**src/sv/ffac_pkg.sv**
```systemverilog
`default_nettype none
package ffac_pkg;

  typedef enum logic [1:0] {
    EV_PLACED   = 2'd0,
    EV_QUEUED   = 2'd1,
    EV_FREED    = 2'd2,
    EV_REJECTED = 2'd3
  } ev_t;

  typedef enum logic {
    OP_ALLOC = 1'b0,
    OP_TICK  = 1'b1
  } opc_t;

  localparam logic [1:0] CFG_MEM_SIZE = 2'd0;
  localparam logic [1:0] CFG_OS_SIZE  = 2'd1;

  typedef struct packed {
    logic        opcode;
    logic [7:0]  proc_id;
    logic [15:0] req_size;
    logic [15:0] time_value;
    logic [15:0] end_time;
  } in_t;

  typedef struct packed {
    logic [1:0]  event_res;
    logic [7:0]  out_proc;
    logic [15:0] base_addr;
    logic [15:0] seg_size;
    logic        last;
  } out_t;

  typedef struct packed {
    logic        used;
    logic [7:0]  owner;
    logic [15:0] base;
    logic [15:0] len;
    logic [15:0] fin_time;
  } seg_ent_t;

  typedef enum logic [2:0] {
    SEG_NOP,
    SEG_WRITE,
    SEG_SPLIT,
    SEG_REMOVE,
    SEG_CLR_USED,
    SEG_SET_BASE
  } seg_op_t;

  typedef struct packed {
    seg_op_t     op;
    logic [15:0] size;
    seg_ent_t    wdata;
  } seg_cmd_t;

  typedef struct packed {
    logic [7:0]  owner;
    logic [15:0] len;
    logic [15:0] dur;
  } wq_ent_t;

  typedef enum logic [1:0] {
    WQ_NOP,
    WQ_WRITE,
    WQ_REMOVE
  } wq_op_t;

  typedef struct packed {
    wq_op_t  op;
    wq_ent_t wdata;
  } wq_cmd_t;

endpackage
`default_nettype wire

```
**src/sv/ffac_wait_cell.sv**
```systemverilog
`default_nettype none
module ffac_wait_cell #(
  parameter int POS = 0,
  parameter int IW  = 4
) (
  input  wire               clk,
  input  ffac_pkg::wq_cmd_t cmd,
  input  wire [IW-1:0]      idx,
  input  ffac_pkg::wq_ent_t hi,
  output ffac_pkg::wq_ent_t ent
);

  ffac_pkg::wq_ent_t ent_r, ent_nxt;
  int p;

  assign p   = int'(idx);
  assign ent = ent_r;

  always_comb begin
    ent_nxt = ent_r;
    case (cmd.op)
      ffac_pkg::WQ_WRITE: begin
        if (POS == p) ent_nxt = cmd.wdata;
      end
      ffac_pkg::WQ_REMOVE: begin
        if (POS >= p) ent_nxt = hi;
      end
      default: ent_nxt = ent_r;
    endcase
  end

  always_ff @(posedge clk) begin
    ent_r <= ent_nxt;
  end

endmodule
`default_nettype wire

```
**config.mk**
```make
export PLATFORM = sky130hd
export DESIGN_NAME = ffac_wait_cell
export DESIGN_NICKNAME = d
export VERILOG_FILES = /design/src/sv/ffac_pkg.sv /design/src/sv/ffac_wait_cell.sv
export SDC_FILE = /design/constraint.sdc
export NUM_CORES = 1
export LEC_CHECK = 0
export BUFFER_PORTS_ARGS = -buffer_cell sky130_fd_sc_hd__buf_2
export CORE_MARGIN = 2
export CORE_UTILIZATION = 36
export DETAILED_ROUTE_END_ITERATION = 16
export HOLD_SLACK_MARGIN = 0.02
export PLACE_DENSITY = 0.81
export SETUP_SLACK_MARGIN = 0.05
export SYNTH_ARGS = -nofsm -noshare
export SYNTH_HDL_FRONTEND = slang
export SYNTH_SLANG_ARGS = --single-unit
```
**constraint.sdc**
```tcl
create_clock -name clk -period 2.5 [get_ports clk]
set_input_delay 0.375 -clock clk [delete_from_list [all_inputs] [get_ports clk]]
set_output_delay 0.375 -clock clk [all_outputs]
set_load 0.01 [all_outputs]
```
-- Yosys cells after proc, flatten, opt, wreduce, memory -nomap -nowiden
Index checks and enable logic that the tools add are counted.
W data, S select, Z words.
- register bits after elaboration: 40
- bits of input ports: 87
- output and inout port bits: 40
- logic and storage cells: 14
- magnitude comparators: 1
- equal/unequal tests: 4
- mux-type cells: 3
- reductions and logical operators: 3
- operators by type and width (kind ; count):
    $mux W40 ; 2
    $pmux W40 S2 ; 1
    $logic_not A32 Y1 ; 1
    $ge A1 B4 Y1 const A ; 1
    $ne A2 B2 Y1 const B ; 2
    $reduce_and A3 Y1 ; 1
    $eq A2 B1 Y1 const B ; 1
    $eq A2 B2 Y1 const B ; 1
    $reduce_bool A2 Y1 ; 1

-- Longest topological paths before layout
- word-level depth: 3
- depth in mapped cells: 4

-- Worst setup path before layout
No wires, ideal clock.
- path kind: in2reg
- start point: input port cmd[40] (netlist bit)
- end point: register ent_r (netlist bit ent[0]) (enable)
- setup time: 411 ps
- arrival: 2096 ps
- required time: 2089 ps
- path slack: -7 ps
- stages: 4
- buffers on the path: 0
- cells stage by stage: inv_1 -> ha_1 -> or2_2 -> a21oi_2
- cells in the longest elaborated chain, start to end: 3
- ends and longest elaborated chain (item ; RTL line ; source):
    start: declaration ; ffac_wait_cell.sv:7 ; input ffac_pkg::wq_cmd_t cmd,
    $eq A2 B2 Y1 or $eq A2 B1 Y1 (tied branches) ; ffac_wait_cell.sv:21 ; case (cmd.op)
    $ne A2 B2 Y1 (no source line) or $reduce_bool A2 Y1 (tied branches) ; - ;
    $reduce_and A3 Y1 (no source line) (*) ; - ;
    end signal: assignment ; ffac_wait_cell.sv:33 ; ent_r <= ent_nxt;
    end: declaration ; ffac_wait_cell.sv:13 ; ffac_pkg::wq_ent_t ent_r, ent_nxt;
Every way passes the cells marked *; elsewhere a longest branch is shown, timed or not.
A chain may end at the register's enable or synchronous reset.

-- Worst setup path after layout
- start point: input port cmd[40] (netlist bit)
- end point: register ent_r (netlist bit ent[7]) (enable)
The elaborated chain is that of the path after synthesis.

==> key figures <==
Timing
  • Final setup margin: approximately 900 ps
  • Worst-margin pin slew: 299 ps
  • Post-layout min period: 1580 ps
  • F_max: approximately 630 MHz
  • Setup_tns: 0 ps
  • Slew HR: between 80% and 90%
  • Final Hold Vio Count: 0
  • Hold WS: approximately 370 ps
  • Final setup violation count: 0
  • RSZ-0062 raised after global routing: no
  • Max Slew Vio Count: 0
  • Final Cycle Share: between 60% and 70%

Yosys
  • Most common cell in the netlist: edfxtp_1
  • Syn Nets: 180
  • Adder-Cell Fraction of Synth Area: approximately 1.4%
  • Synth Area in Simple Gates: a little over 1%
  • Mapped Area: 1730 µm²
  • Syn_area_per_cell: around 19 µm²
  • Compound-cell area share of the yosys netlist: less than 1%
  • FFs w/ async S/R, synth: 0%
  • Largest family of logic cells by synthesized area: multiplexers
  • Seq/Total Area, Yosys: between 60% and 70%
  • Top cell type's share of synthesized area: between 60% and 70%
  • Top FF cell, synth: edfxtp_1
  • Yosys warning count: 0
  • Yosys cell types: 9
  • Synth area leader: edfxtp_1
  • Synth Area in XOR/XNOR: 0%
  • Post-synth top cells: edfxtp_1, mux2_2, mux2_1
  • EDFF count, synth: 40
  • Cell count after synthesis: a little over 90
  • FF+latch count, synth: 40
  • Top cells by area, synth: edfxtp_1, mux2_2, mux2_1
  • Mux contribution to synthesized area: a little over a quarter

Clock tree
  • Clock Path Buffers: 2
  • Gates resized, CTS repair: 0
  • Clock-pin slew on the worst setup and hold paths: 80 ps
  • CTS HTree Levels: 2
  • CTS tree: yes
  • Number of hold buffers added after CTS: 0
  • # Post-CTS Setup Buffers: 0
  • Total CTS buffers: 5
  • Number of clock sinks: 40
  • Root Buffer: clkbuf_8

Finish
  • Fin nets: between 300 and 400
  • Layout cell share with drive strength beyond 1: between 70% and 80%
  • Multi-input logic area: ~510 µm²
  • FF/Latch Area: 1200 µm²
  • Final instance count without filler cells: between 200 and 300
  • Fillcell total: between 400 and 500
  • Syn-to-layout area delta: 45.9%
  • Max reg flops: 40
  • Post-Route Utilization: between 50% and 60%
  • Antenna cells: 0

Power
  • P_int: between 1 and 1.5 mW
  • Combinational power share: between 10% and 20%
  • Peak supply drop: ~0.00025 V
  • Clock network fraction of total power: about a quarter
  • Sw Pwr: around 0.36 mW
  • Leakage power: about 1.1 nW
  • Sequential share of power: a little under three fifths
  • Power per cell area: around 600 nW/µm²
  • Switching fraction of total power: a little under a quarter

Critical path
  • CP startpoint kind: input pin
  • CP endpoint kind: register
  • Crit-path max FO: 24
  • Arr. time, crit path: about 1500 ps
  • Worst EP required: 2460 ps
  • Setup CP Type: input pin to register

Global routing
  • Largest net degree at the start of global routing: 25
  • Vias in the first global route: approximately 1200
  • All-Layer GR Usage: a little over an eighth
  • Initial antenna violation count: 0
  • Global-route wire length before repair: between 5000 and 6000 µm
  • Final global-route overflow total: 0

Routing
  • Drt pass-1 iters: 2
  • Initial DRC Count: between 80 and 90
  • Via count: around 1300
  • Antenna-violating nets left: 0
  • Detailed Route WL: about 3800 µm
  • DRC viols: 0
  • Routed len/inst: around 14 µm
  • Vias per cell: ~4.6

Die
  • Die X-Extent: 73.3 µm
  • Initial core utilization: between 30% and 40%
  • Placeable Area: about 4700 µm²
  • Row Count: 25
  • Ports: ~130
  • Die area: ~5400 µm²
  • Die Height: around 73 µm

Placed design
  • Post-place setup slack: approximately 610 ps
  • Port Buffers: approximately 130
  • GPL Wtd Cong: about 0.68
  • Placed Cells: about 270
  • Dpl hpwl: roughly 3100 µm

Job
  • Maxcap violations: 0

Outcome
  • Status: completed

Min path
  • Worst hold path type: input pin to register
## power groups by stage
| stage | logic, mW | registers, mW | clock network (mW) |
|---|---|---|---|
| after floorplan | 0.0867 | 0.927 | 0 |
| after global placement | 0.301 | 0.873 | 0 |
| after detailed placement | 0.306 | 0.877 | 0 |
| after CTS | 0.307 | 0.862 | 0.392 |
| after global routing | 0.327 | 0.867 | 0.426 |
| final | 0.301 | 0.860 | 0.384 |
## per-stage QoR
stage / area [µm²] / total power [mW]
2_1_floorplan: 1740 / 1.01
3_3_place_gp: 2450 / 1.17
3_5_place_dp: 2450 / 1.18
4_1_cts: 2520 / 1.56
5_1_grt: 2520 / 1.62
6_report: 2520 / 1.55
## final timing paths
check             endpoint  slack (ps)     from  cells past startpoint
hold / removal     ent[39]         370  cmd[39]                      2
setup / recovery    ent[7]         920  cmd[40]                      6
## layout make-up
type                            instances  area share, %
Sequential cell                        40           47.6
Timing Repair Buffer                  130           26.2
Multi-Input combinational cell         45           20.3
Clock buffer                            5           2.73
Tap cell                               54           2.68
Clock inverter                          2          0.297
Inverter                                2          0.297
## placed cells by master, fill, tap and decap left out
cell type	instances
ha_2	1
mux2_2	32
mux2_1	8
or4_4	1
clkbuf_8	5
buf_2	126
inv_1	2
a21oi_4	1
ha_1	1
clkinv_1	2
or2_2	1
buf_4	4
edfxtp_1	40
## layer usage
layer	global-route usage, %	part of all wire (%)	vias to the layer above
li1	-	-	616
met1	14.3	38	574
met2	23.6	51	79
met3	3.98	9.1	9
met4	6.06	1.6	0
met5	0	0	-
## cells by family (layout without fill, tap and decap cells)
group	count (synthesis)	in the layout
AO/OA/AOI/OAI	1	1
adder cells (fa/ha/maj)	2	2
buffers and inverters	6	139
flip-flops	40	40
multiplexers	40	40
AND/OR/NAND/NOR	2	2
## worst max-delay path, cell delays in order
cell,delay [ps]
buf_2,90
inv_1,40
ha_2,260
or2_2,320
a21oi_4,130
buf_4,310
No activity file was read; power rests on OpenSTA's default activity.
