$ cat src/sv/ffac_pkg.sv
`default_nettype none
package ffac_pkg;

  typedef enum logic [1:0] {
    EV_PLACED   = 2'd0,
    EV_QUEUED   = 2'd1,
    EV_FREED    = 2'd2,
    EV_REJECTED = 2'd3
  } ev_t;

  typedef enum logic {
    OP_ALLOC = 1'b0,
    OP_TICK  = 1'b1
  } opc_t;

  localparam logic [1:0] CFG_MEM_SIZE = 2'd0;
  localparam logic [1:0] CFG_OS_SIZE  = 2'd1;

  typedef struct packed {
    logic        opcode;
    logic [7:0]  proc_id;
    logic [15:0] req_size;
    logic [15:0] time_value;
    logic [15:0] end_time;
  } in_t;

  typedef struct packed {
    logic [1:0]  event_res;
    logic [7:0]  out_proc;
    logic [15:0] base_addr;
    logic [15:0] seg_size;
    logic        last;
  } out_t;

  typedef struct packed {
    logic        used;
    logic [7:0]  owner;
    logic [15:0] base;
    logic [15:0] len;
    logic [15:0] fin_time;
  } seg_ent_t;

  typedef enum logic [2:0] {
    SEG_NOP,
    SEG_WRITE,
    SEG_SPLIT,
    SEG_REMOVE,
    SEG_CLR_USED,
    SEG_SET_BASE
  } seg_op_t;

  typedef struct packed {
    seg_op_t     op;
    logic [15:0] size;
    seg_ent_t    wdata;
  } seg_cmd_t;

  typedef struct packed {
    logic [7:0]  owner;
    logic [15:0] len;
    logic [15:0] dur;
  } wq_ent_t;

  typedef enum logic [1:0] {
    WQ_NOP,
    WQ_WRITE,
    WQ_REMOVE
  } wq_op_t;

  typedef struct packed {
    wq_op_t  op;
    wq_ent_t wdata;
  } wq_cmd_t;

endpackage
`default_nettype wire

$ cat src/sv/ffac_seg_cell.sv
`default_nettype none
module ffac_seg_cell #(
  parameter int POS = 0,
  parameter int IW  = 4
) (
  input  wire                clk,
  input  wire                rst_n,
  input  ffac_pkg::seg_cmd_t cmd,
  input  wire [IW-1:0]       idx,
  input  ffac_pkg::seg_ent_t lo,
  input  ffac_pkg::seg_ent_t hi,
  output ffac_pkg::seg_ent_t ent
);

  ffac_pkg::seg_ent_t ent_r, ent_nxt;
  int p;

  assign p   = int'(idx);
  assign ent = ent_r;

  always_comb begin
    ent_nxt = ent_r;
    case (cmd.op)
      ffac_pkg::SEG_WRITE: begin
        if (POS == p) ent_nxt = cmd.wdata;
      end
      ffac_pkg::SEG_SPLIT: begin
        // cell f takes the request, f+1 the remainder of the hole, above shifts up
        if (POS == p) begin
          ent_nxt.used     = 1'b1;
          ent_nxt.owner    = cmd.wdata.owner;
          ent_nxt.fin_time = cmd.wdata.fin_time;
          ent_nxt.len      = cmd.size;
        end else if (POS == p + 1) begin
          ent_nxt.used     = 1'b0;
          ent_nxt.owner    = 8'd0;
          ent_nxt.fin_time = 16'd0;
          ent_nxt.base     = lo.base + cmd.size;
          ent_nxt.len      = lo.len - cmd.size;
        end else if (POS > p + 1) begin
          ent_nxt = lo;
        end
      end
      ffac_pkg::SEG_REMOVE: begin
        if (POS >= p) ent_nxt = hi;
      end
      ffac_pkg::SEG_CLR_USED: begin
        if (POS == p) ent_nxt.used = 1'b0;
      end
      ffac_pkg::SEG_SET_BASE: begin
        if (POS == p) ent_nxt.base = cmd.wdata.base;
      end
      default: ent_nxt = ent_r;
    endcase
  end

  always_ff @(posedge clk) begin
    if (!rst_n) ent_r.used <= 1'b0;
    else        ent_r      <= ent_nxt;
  end

endmodule
`default_nettype wire

$ cat config.mk
export PLATFORM = sky130hd
export DESIGN_NAME = ffac_seg_cell
export DESIGN_NICKNAME = d
export VERILOG_FILES = /design/src/sv/ffac_pkg.sv /design/src/sv/ffac_seg_cell.sv
export SDC_FILE = /design/constraint.sdc
export NUM_CORES = 1
export LEC_CHECK = 0
export BUFFER_PORTS_ARGS = -buffer_cell sky130_fd_sc_hd__buf_2
export CORE_MARGIN = 3
export CORE_UTILIZATION = 41
export CTS_CLUSTER_SIZE = 30
export DETAILED_ROUTE_END_ITERATION = 10
export GPL_TIMING_DRIVEN = 0
export PLACE_DENSITY = 0.71
export SYNTH_ARGS = -nofsm -noshare
export SYNTH_HDL_FRONTEND = slang
export SYNTH_SLANG_ARGS = --single-unit
$ cat constraint.sdc
create_clock -name clk -period 7.6 [get_ports clk]
set_input_delay 1.52 -clock clk [delete_from_list [all_inputs] [get_ports clk]]
set_output_delay 1.52 -clock clk [all_outputs]
set_load 0.1 [all_outputs]
**Word-level counts from Yosys, hierarchy flattened**

Cells that the tools add are included.

- Flip-flop bits (word level): 57
- Bits of input ports: 196
- Output and inout bits: 57

- $add $sub $neg: 3
- Order comparisons: 2
- Equality and inequality tests: 12
- Mux-type cells: 13
- Reduce and logical (&&, ||, !) cells: 8

Operators by type and width:

| cell | number |
|---|---|
| 57-bit 2-to-1 mux | 4 |
| 32-bit case mux with 3 select lines | 1 |
| 32-bit zero test | 2 |
| 16-bit case mux with 4 select lines | 1 |
| 16-bit 2-to-1 mux | 2 |
| 32-bit 2-to-1 mux | 1 |
| 8-bit case mux with 3 select lines | 1 |
| 16-bit adder | 1 |
| 16-bit subtractor | 1 |
| 2-bit inequality test (second input constant) | 5 |
| 5-bit AND reduction | 2 |
| 9-bit 2-to-1 mux | 1 |
| 4-bit nonzero test | 2 |
| 7-bit AND reduction | 1 |
| 3-bit by 2-bit equality test with 1-bit output (second input constant) | 2 |
| 3-bit equality test (second input constant) | 2 |
| 4-bit by 1-bit adder with 5-bit output (second input constant) | 1 |
| 1-bit by 5-bit > comparator with 1-bit output (first input constant) | 1 |
| 1-bit by 4-bit greater-or-equal comparator with 1-bit output (first input constant) | 1 |
| 4-bit inequality test (second input constant) | 1 |
| 1-bit case mux with 4 select lines | 1 |
| 3-bit by 1-bit equality test with 1-bit output (second input constant) | 1 |
| 3-bit inequality test (second input constant) | 1 |
| 3-bit nonzero test | 1 |
| 1-bit 2-to-1 mux | 1 |

**Logic depth before layout (Yosys ltp)**

Gate-level depths: netlist of run 1.

- Word-level depth: 6
- Depth in mapped cells: 10
- Gate-level depth less buffers: 10

**Worst setup path before layout of run 1**

OpenSTA, ideal clock, no wires.

- Path kind: input-to-reg
- Start point: input port idx[0]
- End point: register ent_r, in the netlist ent[0], enable pin
- Setup time: 0.539 ns
- Arrival time: 6.341 ns
- Path slack: 0.721 ns
- Stages: 7
- Path buffers: 0
- Cells stage by stage: inv_1 -> ha_1 -> nor4b_1 -> a21oi_1 -> or3_1 -> nand2_1 -> nor4bb_1

- Cells in the longest elaborated chain, start to end: 4
- Elaborated cells on any way between the ends: 9
- Those cells by class: 1 x add/sub; 2 x order compare; 3 x eq/ne; 3 x reduce/logical

RTL lines:

| element | line | source |
|---|---|---|
| start: declaration | ffac_seg_cell.sv:9 | `input wire [IW-1:0] idx,` |
| 4-bit by 1-bit adder with 5-bit output | ffac_seg_cell.sv:34, ffac_seg_cell.sv:40 |  |
| 1-bit by 5-bit > comparator with 1-bit output / 32-bit zero test (equally long branches) | ffac_seg_cell.sv:40, ffac_seg_cell.sv:34 |  |
| 4-bit inequality test (no line) | -- |  |
| 5-bit AND reduction (no line) (*) | -- |  |
| end signal: assignment | ffac_seg_cell.sv:59 | `else ent_r <= ent_nxt;` |
| end: declaration | ffac_seg_cell.sv:15 | `ffac_pkg::seg_ent_t ent_r, ent_nxt;` |

Every way passes the cells marked *; elsewhere a longest branch is shown, timed or not.
A chain may end at the register's enable or synchronous reset.

**Worst setup path in the final report of run 1**

- Start point: input port idx[0]
- End point: register ent_r, in the netlist ent[5], enable pin

Same word-level chain as after synthesis.

==> reports/summary.txt, run 1 <==
Status: finished clean
Leakage: 3.13 nW
GPL Wtd Cong: 0.940
Sequential area share after synthesis: 35.1%
Via density: 5.89
Critical path's most frequent cell: buf_8
CP required: 7.62 ns
Asr flop ratio synth: 0%
Core ar.: 11,500 um2
WHS Endpoint: ent[56]$_SDFFE_PN0P_
Startpoint Class: input pin
Layout cells sized above 1: 33.9%
Switching Fraction: 31.9%
Initial Utilization: 42.2%
HP Class: register to register
Reg2reg end: ent[56]$_SDFFE_PN0P_
Most frequent cell after synthesis: nand2_1
Mapped Area: 4850 um2
EDFF count, synth: 56
Final Critical Period: 4.04 ns
Wire length per cell: 20.2 um
Post-synth top area share: 34.6%
Post-DRT Antenna Nets: 0
Filler cells: 1,073
Cts repair resizes: 0
Worst r2r path cells: 3
Hold path startpoint: ent[56]$_SDFFE_PN0P_
Chip height: 115 um
Sw power: 0.325 mW
CP max-delay cell: nor4bb_4
Die X-Extent: 115 um
Synthesized flop and latch total: 57
First-pass GRT wire length: 28.8 mm
Setup repair bufs after CTS: 0
Antenna violations before repair: 2
Placement Rows: 39
Sinks on Clock Net: 57
Pin count of the biggest net entering global routing: 17
Final Core Density: 57.2%
Hold path depth: 3
Mapped Avg Cell Area: 8.53 um2
Final Slew Violations: 0
Total track usage: 28.5%
R2R setup slack: 6.88 ns
Synth area leaders: edfxtp_1 (35%), ha_1 (8.5%), o21ai_0 (6.0%), nand2_1 (5.3%), a21oi_1 (4.9%)
Tot Pwr: 1.02 mW
Final setup viols: 0
Via count: 5,791
Synth area leader: edfxtp_1
Top delay family on crit path: simple AND/OR/NAND/NOR gates
Internal power: 0.694 mW
FMAX: 0.248 GHz
Syn_nets: 800
Setup CP Type: input pin to register
WP buf/inv: 4
Number of CTS-inserted buffers: 9
Area of the multi-input gates: 2840 um2
Dominant synthesized flop cell: edfxtp_1
Setup Skew: 0 ns
FF-to-FF Start: ent[56]$_SDFFE_PN0P_
Clock buffer depth: 2
Worst path max stage delay: 0.81 ns
Layout area overhead: 35.8%
Grt total ovfl: 0
Reg power frac: 35.0%
CTS tree: built
DP HPWL: 16.5 mm
Die Area: 13,200 um2
IO Pins: 253
TritonRoute pass-1 iters: 7
Port Buffers: 250
Root Buffer: clkbuf_16
Vias in the first global route: 5,547
Synth warnings: 0
Nets: 1,063
Worst-margin pin slew: 0.972 ns
Final-report hold violation count: 0
Setup WS pre-CTS: 3.28 ns
CTS Hold Bufs: 0
Worst path cell trace: buf_2 -> inv_1 -> ha_1 -> nor4b_1 -> a21oi_1 -> or3_1 -> nand2_1 -> nor4bb_4 -> buf_8 -> buf_8
Crit Path Max Fanout: 15
Crit path capture type: register
Combinational power share: 31.6%
Worst setup margin: 3.56 ns
Iteration-0 DRC Markers: 582
Worst vdd ir: 0.0000794 V
Post-Syn Instances: 569
Count of cell types in the netlist: 55
Reg clk slew, reported paths: 0.05 ns
RSZ-0062 raised after global routing: no
Tcrit/Tclk final: 53.1%
DR DRC count: 0
Commonest cells in the netlist: nand2_1 (69), o21ai_0 (58), edfxtp_1 (56)
Worst path arrival time: 4.06 ns
Clock network power share: 33.4%
Register area: 1700 um2
Worst skew pair latency: 0.31 ns
Hold Slack: 0.616 ns
Total wire length: 19.9 mm
Max Cap Viol: 0
Htree depth: 3
Pwr/cell area: 155 nW/um2
Largest register FFs: 57
Slew margin rel.: 35.1%
==> metrics by stage <==
| step | TNS (ns) | instances | area [um2] |
|---|---|---|---|
| 6_report | 0 | 983 | 6590 |
| 5_1_grt | 0 | 982 | 6590 |
| 4_1_cts | 0 | 980 | 6590 |
| 3_5_place_dp | 0 | 964 | 6330 |
| 3_3_place_gp | -43.81 | 962 | 6280 |
| 2_1_floorplan | 0 | 569 | 4850 |
==> worst max-delay path by stage <==
stage | slack [ns] | from | depth (start not counted) | to
floorplan | 0.72 | idx[0] | 7 | ent[0]$_DFFE_PP_
global placement | -1.10 | idx[0] | 8 | ent[13]$_DFFE_PP_
detailed placement | 3.28 | idx[0] | 10 | ent[13]$_DFFE_PP_
CTS | 3.60 | idx[0] | 10 | ent[1]$_DFFE_PP_
global route | 3.40 | idx[0] | 10 | ent[1]$_DFFE_PP_
finish | 3.56 | idx[0] | 10 | ent[5]$_DFFE_PP_
==> tightest hold or removal path, delay by kind of cell, from the launching register on <==
family | cells | cell delay [ns]
flops | 1 | 0.32
simple gates | 1 | 0.05
compound gates | 2 | 0.22
==> power by group through the flow <==
stage	Combinational [mW]	Sequential, mW	Clock, mW
finish	0.322	0.357	0.340
CTS	0.317	0.357	0.344
global route	0.350	0.357	0.362
global placement	0.308	0.363	0
floorplan	0.163	0.401	0
detailed placement	0.316	0.363	0
==> logic make-up (layout without fill, tap and decap cells) <==
kind of cell,count (synthesis),in the layout,share of synthesized area (%)
adders and majority gates,35,35,9.33
and+or+nand+nor,150,150,14.0
xor gates and xnor gates,14,14,2.53
muxes,3,3,0.619
other,0,3,0
AOI/OAI and AO/OA,228,228,31.7
DFF,57,57,35.1
buffers and inverters,82,350,6.75
==> layout make-up <==
class	count	share of cell area, %
timing repair buffer	252	19.4
multi-input combinational	430	43.1
clock buffer	11	3.53
buffer	30	2.01
sequential	57	25.8
clock inverter	5	0.342
tap	143	2.71
inverter	52	2.96
antenna	3	0.114
==> cell usage in the layout, fill, tap and decap left out, types with 7 or more instances in the layout <==
master	synthesis	routed
a211oi_1	8	8
a21o_1	10	10
a21oi_1	48	48
a221oi_1	7	7
a222oi_1	24	24
buf_2	7	257
clkbuf_1	17	19
clkbuf_16	0	9
edfxtp_1	56	56
ha_1	33	33
inv_1	52	52
nand2_1	69	69
nor2_1	37	37
nor3_1	13	13
o211ai_1	12	12
o21a_1	18	18
o21ai_0	58	58
o311ai_0	7	7
o31ai_1	10	10
xnor2_1	8	8
==> layer usage <==
metal | vias to the layer above | routed length [um] | part of all wire, % | GRT usage (%)
met4 | 0 | 639 | 3.2 | 10.4
met5 | - | 0 | 0 | 0
li1 | 2686 | - | - | -
met3 | 43 | 1800 | 9.1 | 4.32
met2 | 373 | 9500 | 48 | 49.5
met1 | 2689 | 7920 | 40 | 35.9
Power figures use the tool's default switching activity.
==> run 2, diff against run 1 <==
Clock period 7.6 ns to 3.8 ns, I/O delays scaled along.
==> reports/summary.txt, run 2 (synthesis gave the netlist of run 1 again) <==
Placement Rows: 39
Chip height: 115 um
DP HPWL: 16.4 mm
Crit path capture type: register
HP Class: register to register
Grt total ovfl: 0
Final Slew Violations: 0
Most frequent cells in the layout: buf_2 (257), nand2_1 (69), o21ai_0 (58)
Layout area overhead: 36.1%
TritonRoute pass-1 iters: 10
Met2 GRT Util: 50.3%
CP required: 3.83 ns
CTS Hold Bufs: 0
Busiest grt layer: met2
Setup Skew: 0 ns
Crit Path Max Fanout: 14
Final Critical Period: 3.16 ns
Number of CTS-inserted buffers: 9
Final instance area: 6610 um2
Iteration-0 DRC Markers: 711
DR DRC count: 0
First-pass GRT wire length: 29.3 mm
Nets: 1,064
Worst vdd ir: 0.000179 V
Antenna violations before repair: 2
Total wire length: 20.2 mm
Placed cell area: 6340 um2
Worst path arrival time: 3.19 ns
M1 GR Usage: 35.8%
Die X-Extent: 115 um
FMAX: 0.316 GHz
Reg clk slew, reported paths: 0.05 ns
Worst skew pair latency: 0.32 ns
Final setup viols: 0
Htree depth: 3
Die Area: 13,200 um2
Status: finished clean
Port Buffers: 250
Worst-margin pin slew: 0.865 ns
Leakage: 3.14 nW
Setup CP Type: input pin to register
Startpoint Class: input pin
Root Buffer: clkbuf_16
Vias in the first global route: 5,591
GPL Wtd Cong: 0.897
Sinks on Clock Net: 57
Via density: 5.88
Hold Slack: 0.608 ns
Cts repair resizes: 0
Final-report hold violation count: 0
Pin count of the biggest net entering global routing: 17
Largest register FFs: 57
Post-DRT Antenna Nets: 0
Max Cap Viol: 0
Clock buffer depth: 2
Initial Utilization: 42.2%
Setup repair bufs after CTS: 0
Leading cell type in the layout, fill and taps excluded: buf_2
RSZ-0062 raised after global routing: no
Layout cells sized above 1: 34.4%
Pwr/cell area: 316 nW/um2
Via count: 5,777
CTS tree: built
Tcrit/Tclk final: 83.2%
Slew margin rel.: 41.6%
Global Route met3 Usage: 6.32%
IO Pins: 253
Total track usage: 29.3%
Wire length per cell: 20.5 um
Core ar.: 11,500 um2
## run 2: final timing paths
kind,from,end,slack (ns),depth (start not counted)
worst min-delay path,ent[56]$_SDFFE_PN0P_,ent[56]$_SDFFE_PN0P_,0.61,3
worst min register to register,ent[56]$_SDFFE_PN0P_,ent[56]$_SDFFE_PN0P_,0.61,3
worst max-delay path,idx[0],ent[15]$_DFFE_PP_,0.64,11
worst max register to register,ent[56]$_SDFFE_PN0P_,ent[56]$_SDFFE_PN0P_,3.09,3
## run 2: worst max-delay path, cell delays in order
cell	delay [ns]
buf_2	0.10
inv_1	0.05
ha_1	0.28
nor4b_1	0.25
a21oi_1	0.06
or3_1	0.34
nand2_1	0.10
nor4bb_4	0.63
buf_6	0.27
buf_8	0.17
buf_6	0.16
## run 2: metrics by stage
step           total power [mW]  util, %  setup TNS, ns  worst slack, ns  std cells
6_report                   2.09     57.4              0            0.638        983
5_1_grt                    2.19     57.4              0            0.451        983
4_1_cts                    2.09     57.3              0            0.628        981
3_5_place_dp               1.35     55.0              0            0.295        965
3_3_place_gp               1.34     54.7         -24.65           -0.619        962
2_1_floorplan              1.13        -              0            0.269        569
## run 2: report_power, final
group	switching, mW	internal [mW]	total, mW
clock	0.296	0.436	0.732
sequential	0.00306	0.710	0.713
combinational	0.397	0.247	0.644
## run 2: area by class of cell
cell class / instances / area [um2]
buffer: 30 / 133
clock inverter: 6 / 35.0
inverter: 52 / 195
tap: 143 / 179
antenna: 2 / 5.00
fill: 1070 / 4910
timing repair buffer: 253 / 1290
clock buffer: 10 / 229
multi-input combinational: 430 / 2840
sequential: 57 / 1700
## run 2: layer usage
metal | share of wire [%] | vias to the layer above
met1 | 38 | 2695
met2 | 48 | 346
met5 | 0 | -
li1 | - | 2696
met3 | 9.8 | 40
met4 | 3.6 | 0
==> run 3, diff against run 2 <==
Settings changed: ABC_AREA from default to 1, PLACE_DENSITY 0.71 to 0.72.
Clock period 3.8 ns to 2.8 ns, I/O delays scaled along.
==> reports/summary.txt, run 3 <==
Clock buffer depth: 2
FMAX: 0.413 GHz
Worst r2r path cells: 2
Layout cells sized above 1: 29.6%
Area share of fa/ha/maj cells after synthesis: 8.56%
Core ar.: 12,300 um2
Tot Pwr: 3.47 mW
Htree depth: 3
Worst-margin pin slew: 0.853 ns
Post-synth top area share: 31.8%
Status: finished clean
Synth warnings: 0
Post-synthesis mux area share: 0%
Worst path max stage delay: 0.79 ns
Root Buffer: clkbuf_16
Reg2reg end: ent[56]$_SDFFE_PN0P_
Synth area leaders: edfxtp_1 (32%), nand2_1 (15%), nand3_1 (9.7%), ha_1 (7.8%), inv_1 (6.5%)
Crit path from: idx[0]
Top delay family on crit path: simple AND/OR/NAND/NOR gates
Chip height: 120 um
Setup repair bufs after CTS: 0
Worst skew pair latency: 0.33 ns
Syn_nets: 989
Final-report hold violation count: 0
Setup WS pre-CTS: -0.253 ns
Final Critical Period: 2.42 ns
Final setup viols: 0
Tcrit/Tclk final: 86.5%
IO Pins: 253
Synth area leader: edfxtp_1
Mapped Avg Cell Area: 6.98 um2
Pin count of the biggest net entering global routing: 21
Crit Path Max Fanout: 16
Mapped Area: 5290 um2
CTS Hold Bufs: 0
Most frequent cell after synthesis: nand2_1
Via density: 5.23
Startpoint Class: input pin
Worst path arrival time: 2.38 ns
EDFF count, synth: 56
Main combinational cell family by area after synthesis: simple AND/OR/NAND/NOR gates
WP buf/inv: 3
Worst path cell trace: buf_2 -> inv_1 -> ha_1 -> nand3_1 -> inv_1 -> o21ai_0 -> nor3b_4
Leading cell type in the layout, fill and taps excluded: buf_2
R2R setup slack: 2.19 ns
Die X-Extent: 120 um
Crit path capture type: register
Combinational power share: 36.6%
Commonest cells in the netlist: nand2_1 (215), nand3_1 (103), inv_1 (92)
Post-route setup TNS: 0 ns
Nets: 1,254
Reg clk slew, reported paths: 0.05 ns
Antenna violations before repair: 1
CP required: 2.76 ns
Sinks on Clock Net: 57
Setup Skew: 0 ns
Iteration-0 DRC Markers: 435
Asr flop ratio synth: 0%
Die Area: 14,300 um2
Worst setup margin: 0.377 ns
Sw power: 1.34 mW
Setup CP Type: input pin to register
Clock network power share: 33.7%
Post-Synth Simple-Gate Area: 31.8%
Pwr/cell area: 488 nW/um2
Worst vdd ir: 0.000306 V
Most frequent cells in the layout: buf_2 (263), nand2_1 (215), nand3_1 (103)
GPL Wtd Cong: 0.954
Post-Synth XOR/XNOR Area: 0.994%
Total wire length: 20.1 mm
Initial Utilization: 43.0%
CTS tree: built
Final Slew Violations: 0
Placement Rows: 40
Vias in the first global route: 6,006
Number of CTS-inserted buffers: 9
Via count: 6,252
Port Buffers: 252
Count of cell types in the netlist: 42
CP max-delay cell: nor3b_4
Critical path's most frequent cell: inv_1
Switching Fraction: 38.5%
Leakage: 3.62 nW
HP Class: input pin to register
Complex-gate fraction of the synthesized area: 16.3%
Cts repair resizes: 0
Grt total ovfl: 0
RSZ-0062 raised after global routing: no
Worst setup path end: ent[44]$_DFFE_PP_
Internal power: 2.14 mW
Sequential area share after synthesis: 32.2%
WP depth: 7
Layout area overhead: 34.7%
Dominant synthesized flop cell: edfxtp_1
Largest register FFs: 57
DR DRC count: 0
Post-DRT Antenna Nets: 0
Slew margin rel.: 43.0%
Total track usage: 27.2%
DP HPWL: 16.3 mm
Max Cap Viol: 0
FF-to-FF Start: ent[56]$_SDFFE_PN0P_
TritonRoute pass-1 iters: 5
Synthesized flop and latch total: 57
First-pass GRT wire length: 30.5 mm
Wire length per cell: 16.8 um
Reg power frac: 29.7%
Post-Syn Instances: 758
==> run 3: cell families after synthesis <==
| logic type | count (synthesis) |
|---|---|
| DFF | 57 |
| buffers and inverters | 128 |
| adders and majority gates | 35 |
| and+or+nand+nor | 391 |
| AOI/OAI and AO/OA | 141 |
| xor gates and xnor gates | 6 |
==> run 3: layout make-up <==
cell class                 instances  area [um2]
antenna                            1        2.50
buffer                            30         168
clock buffer                       9         225
clock inverter                     6        83.8
fill                            1225        5190
inverter                          98         370
multi-input combinational        573        3070
sequential                        57        1700
tap                              168         210
timing repair buffer             254        1290
==> run 3: power by group through the flow <==
stage / sequential, mW / combinational (mW) / clock (mW)
2_1_floorplan: 1.50 / 0.461 / 0
3_3_place_gp: 1.05 / 1.25 / 0
3_5_place_dp: 1.05 / 1.26 / 0
4_1_cts: 1.03 / 1.26 / 1.18
5_1_grt: 1.04 / 1.38 / 1.22
6_report: 1.03 / 1.27 / 1.17
==> run 3: worst min-delay path by stage <==
stage	from	to	slack, ns	cells after the start
5_1_grt	hi[12]	ent[12]$_DFFE_PP_	0.52	3
4_1_cts	rst_n	ent[56]$_SDFFE_PN0P_	0.49	3
2_1_floorplan	rst_n	ent[56]$_SDFFE_PN0P_	0.68	2
3_5_place_dp	ent[56]$_SDFFE_PN0P_	ent[56]$_SDFFE_PN0P_	0.48	2
3_3_place_gp	ent[56]$_SDFFE_PN0P_	ent[56]$_SDFFE_PN0P_	0.47	2
6_report	rst_n	ent[56]$_SDFFE_PN0P_	0.50	3
==> run 3: worst min-delay path, stage by stage <==
cell     delay, ns
buf_2         0.11
nand2_1       0.07
nor2_1        0.05
==> run 3: metrics by stage <==
stage	util (%)	std cells	cell area, um2	hold slack [ns]
6_report	57.9	1196	7130	0.500
2_1_floorplan	-	758	5310	0.681
4_1_cts	57.8	1195	7120	0.487
3_5_place_dp	55.3	1180	6810	0.483
5_1_grt	57.9	1195	7120	0.522
3_3_place_gp	55.1	1178	6780	0.471
==> run 3: metal layers <==
| metal | up-vias | GRT usage, % | share of wire (%) |
|---|---|---|---|
| met5 | - | 0 | 0.065 |
| met4 | 2 | 8.52 | 2.4 |
| met3 | 42 | 7.12 | 9.8 |
| met2 | 311 | 46.1 | 47 |
| met1 | 2793 | 33.9 | 40 |
| li1 | 3104 | - | - |
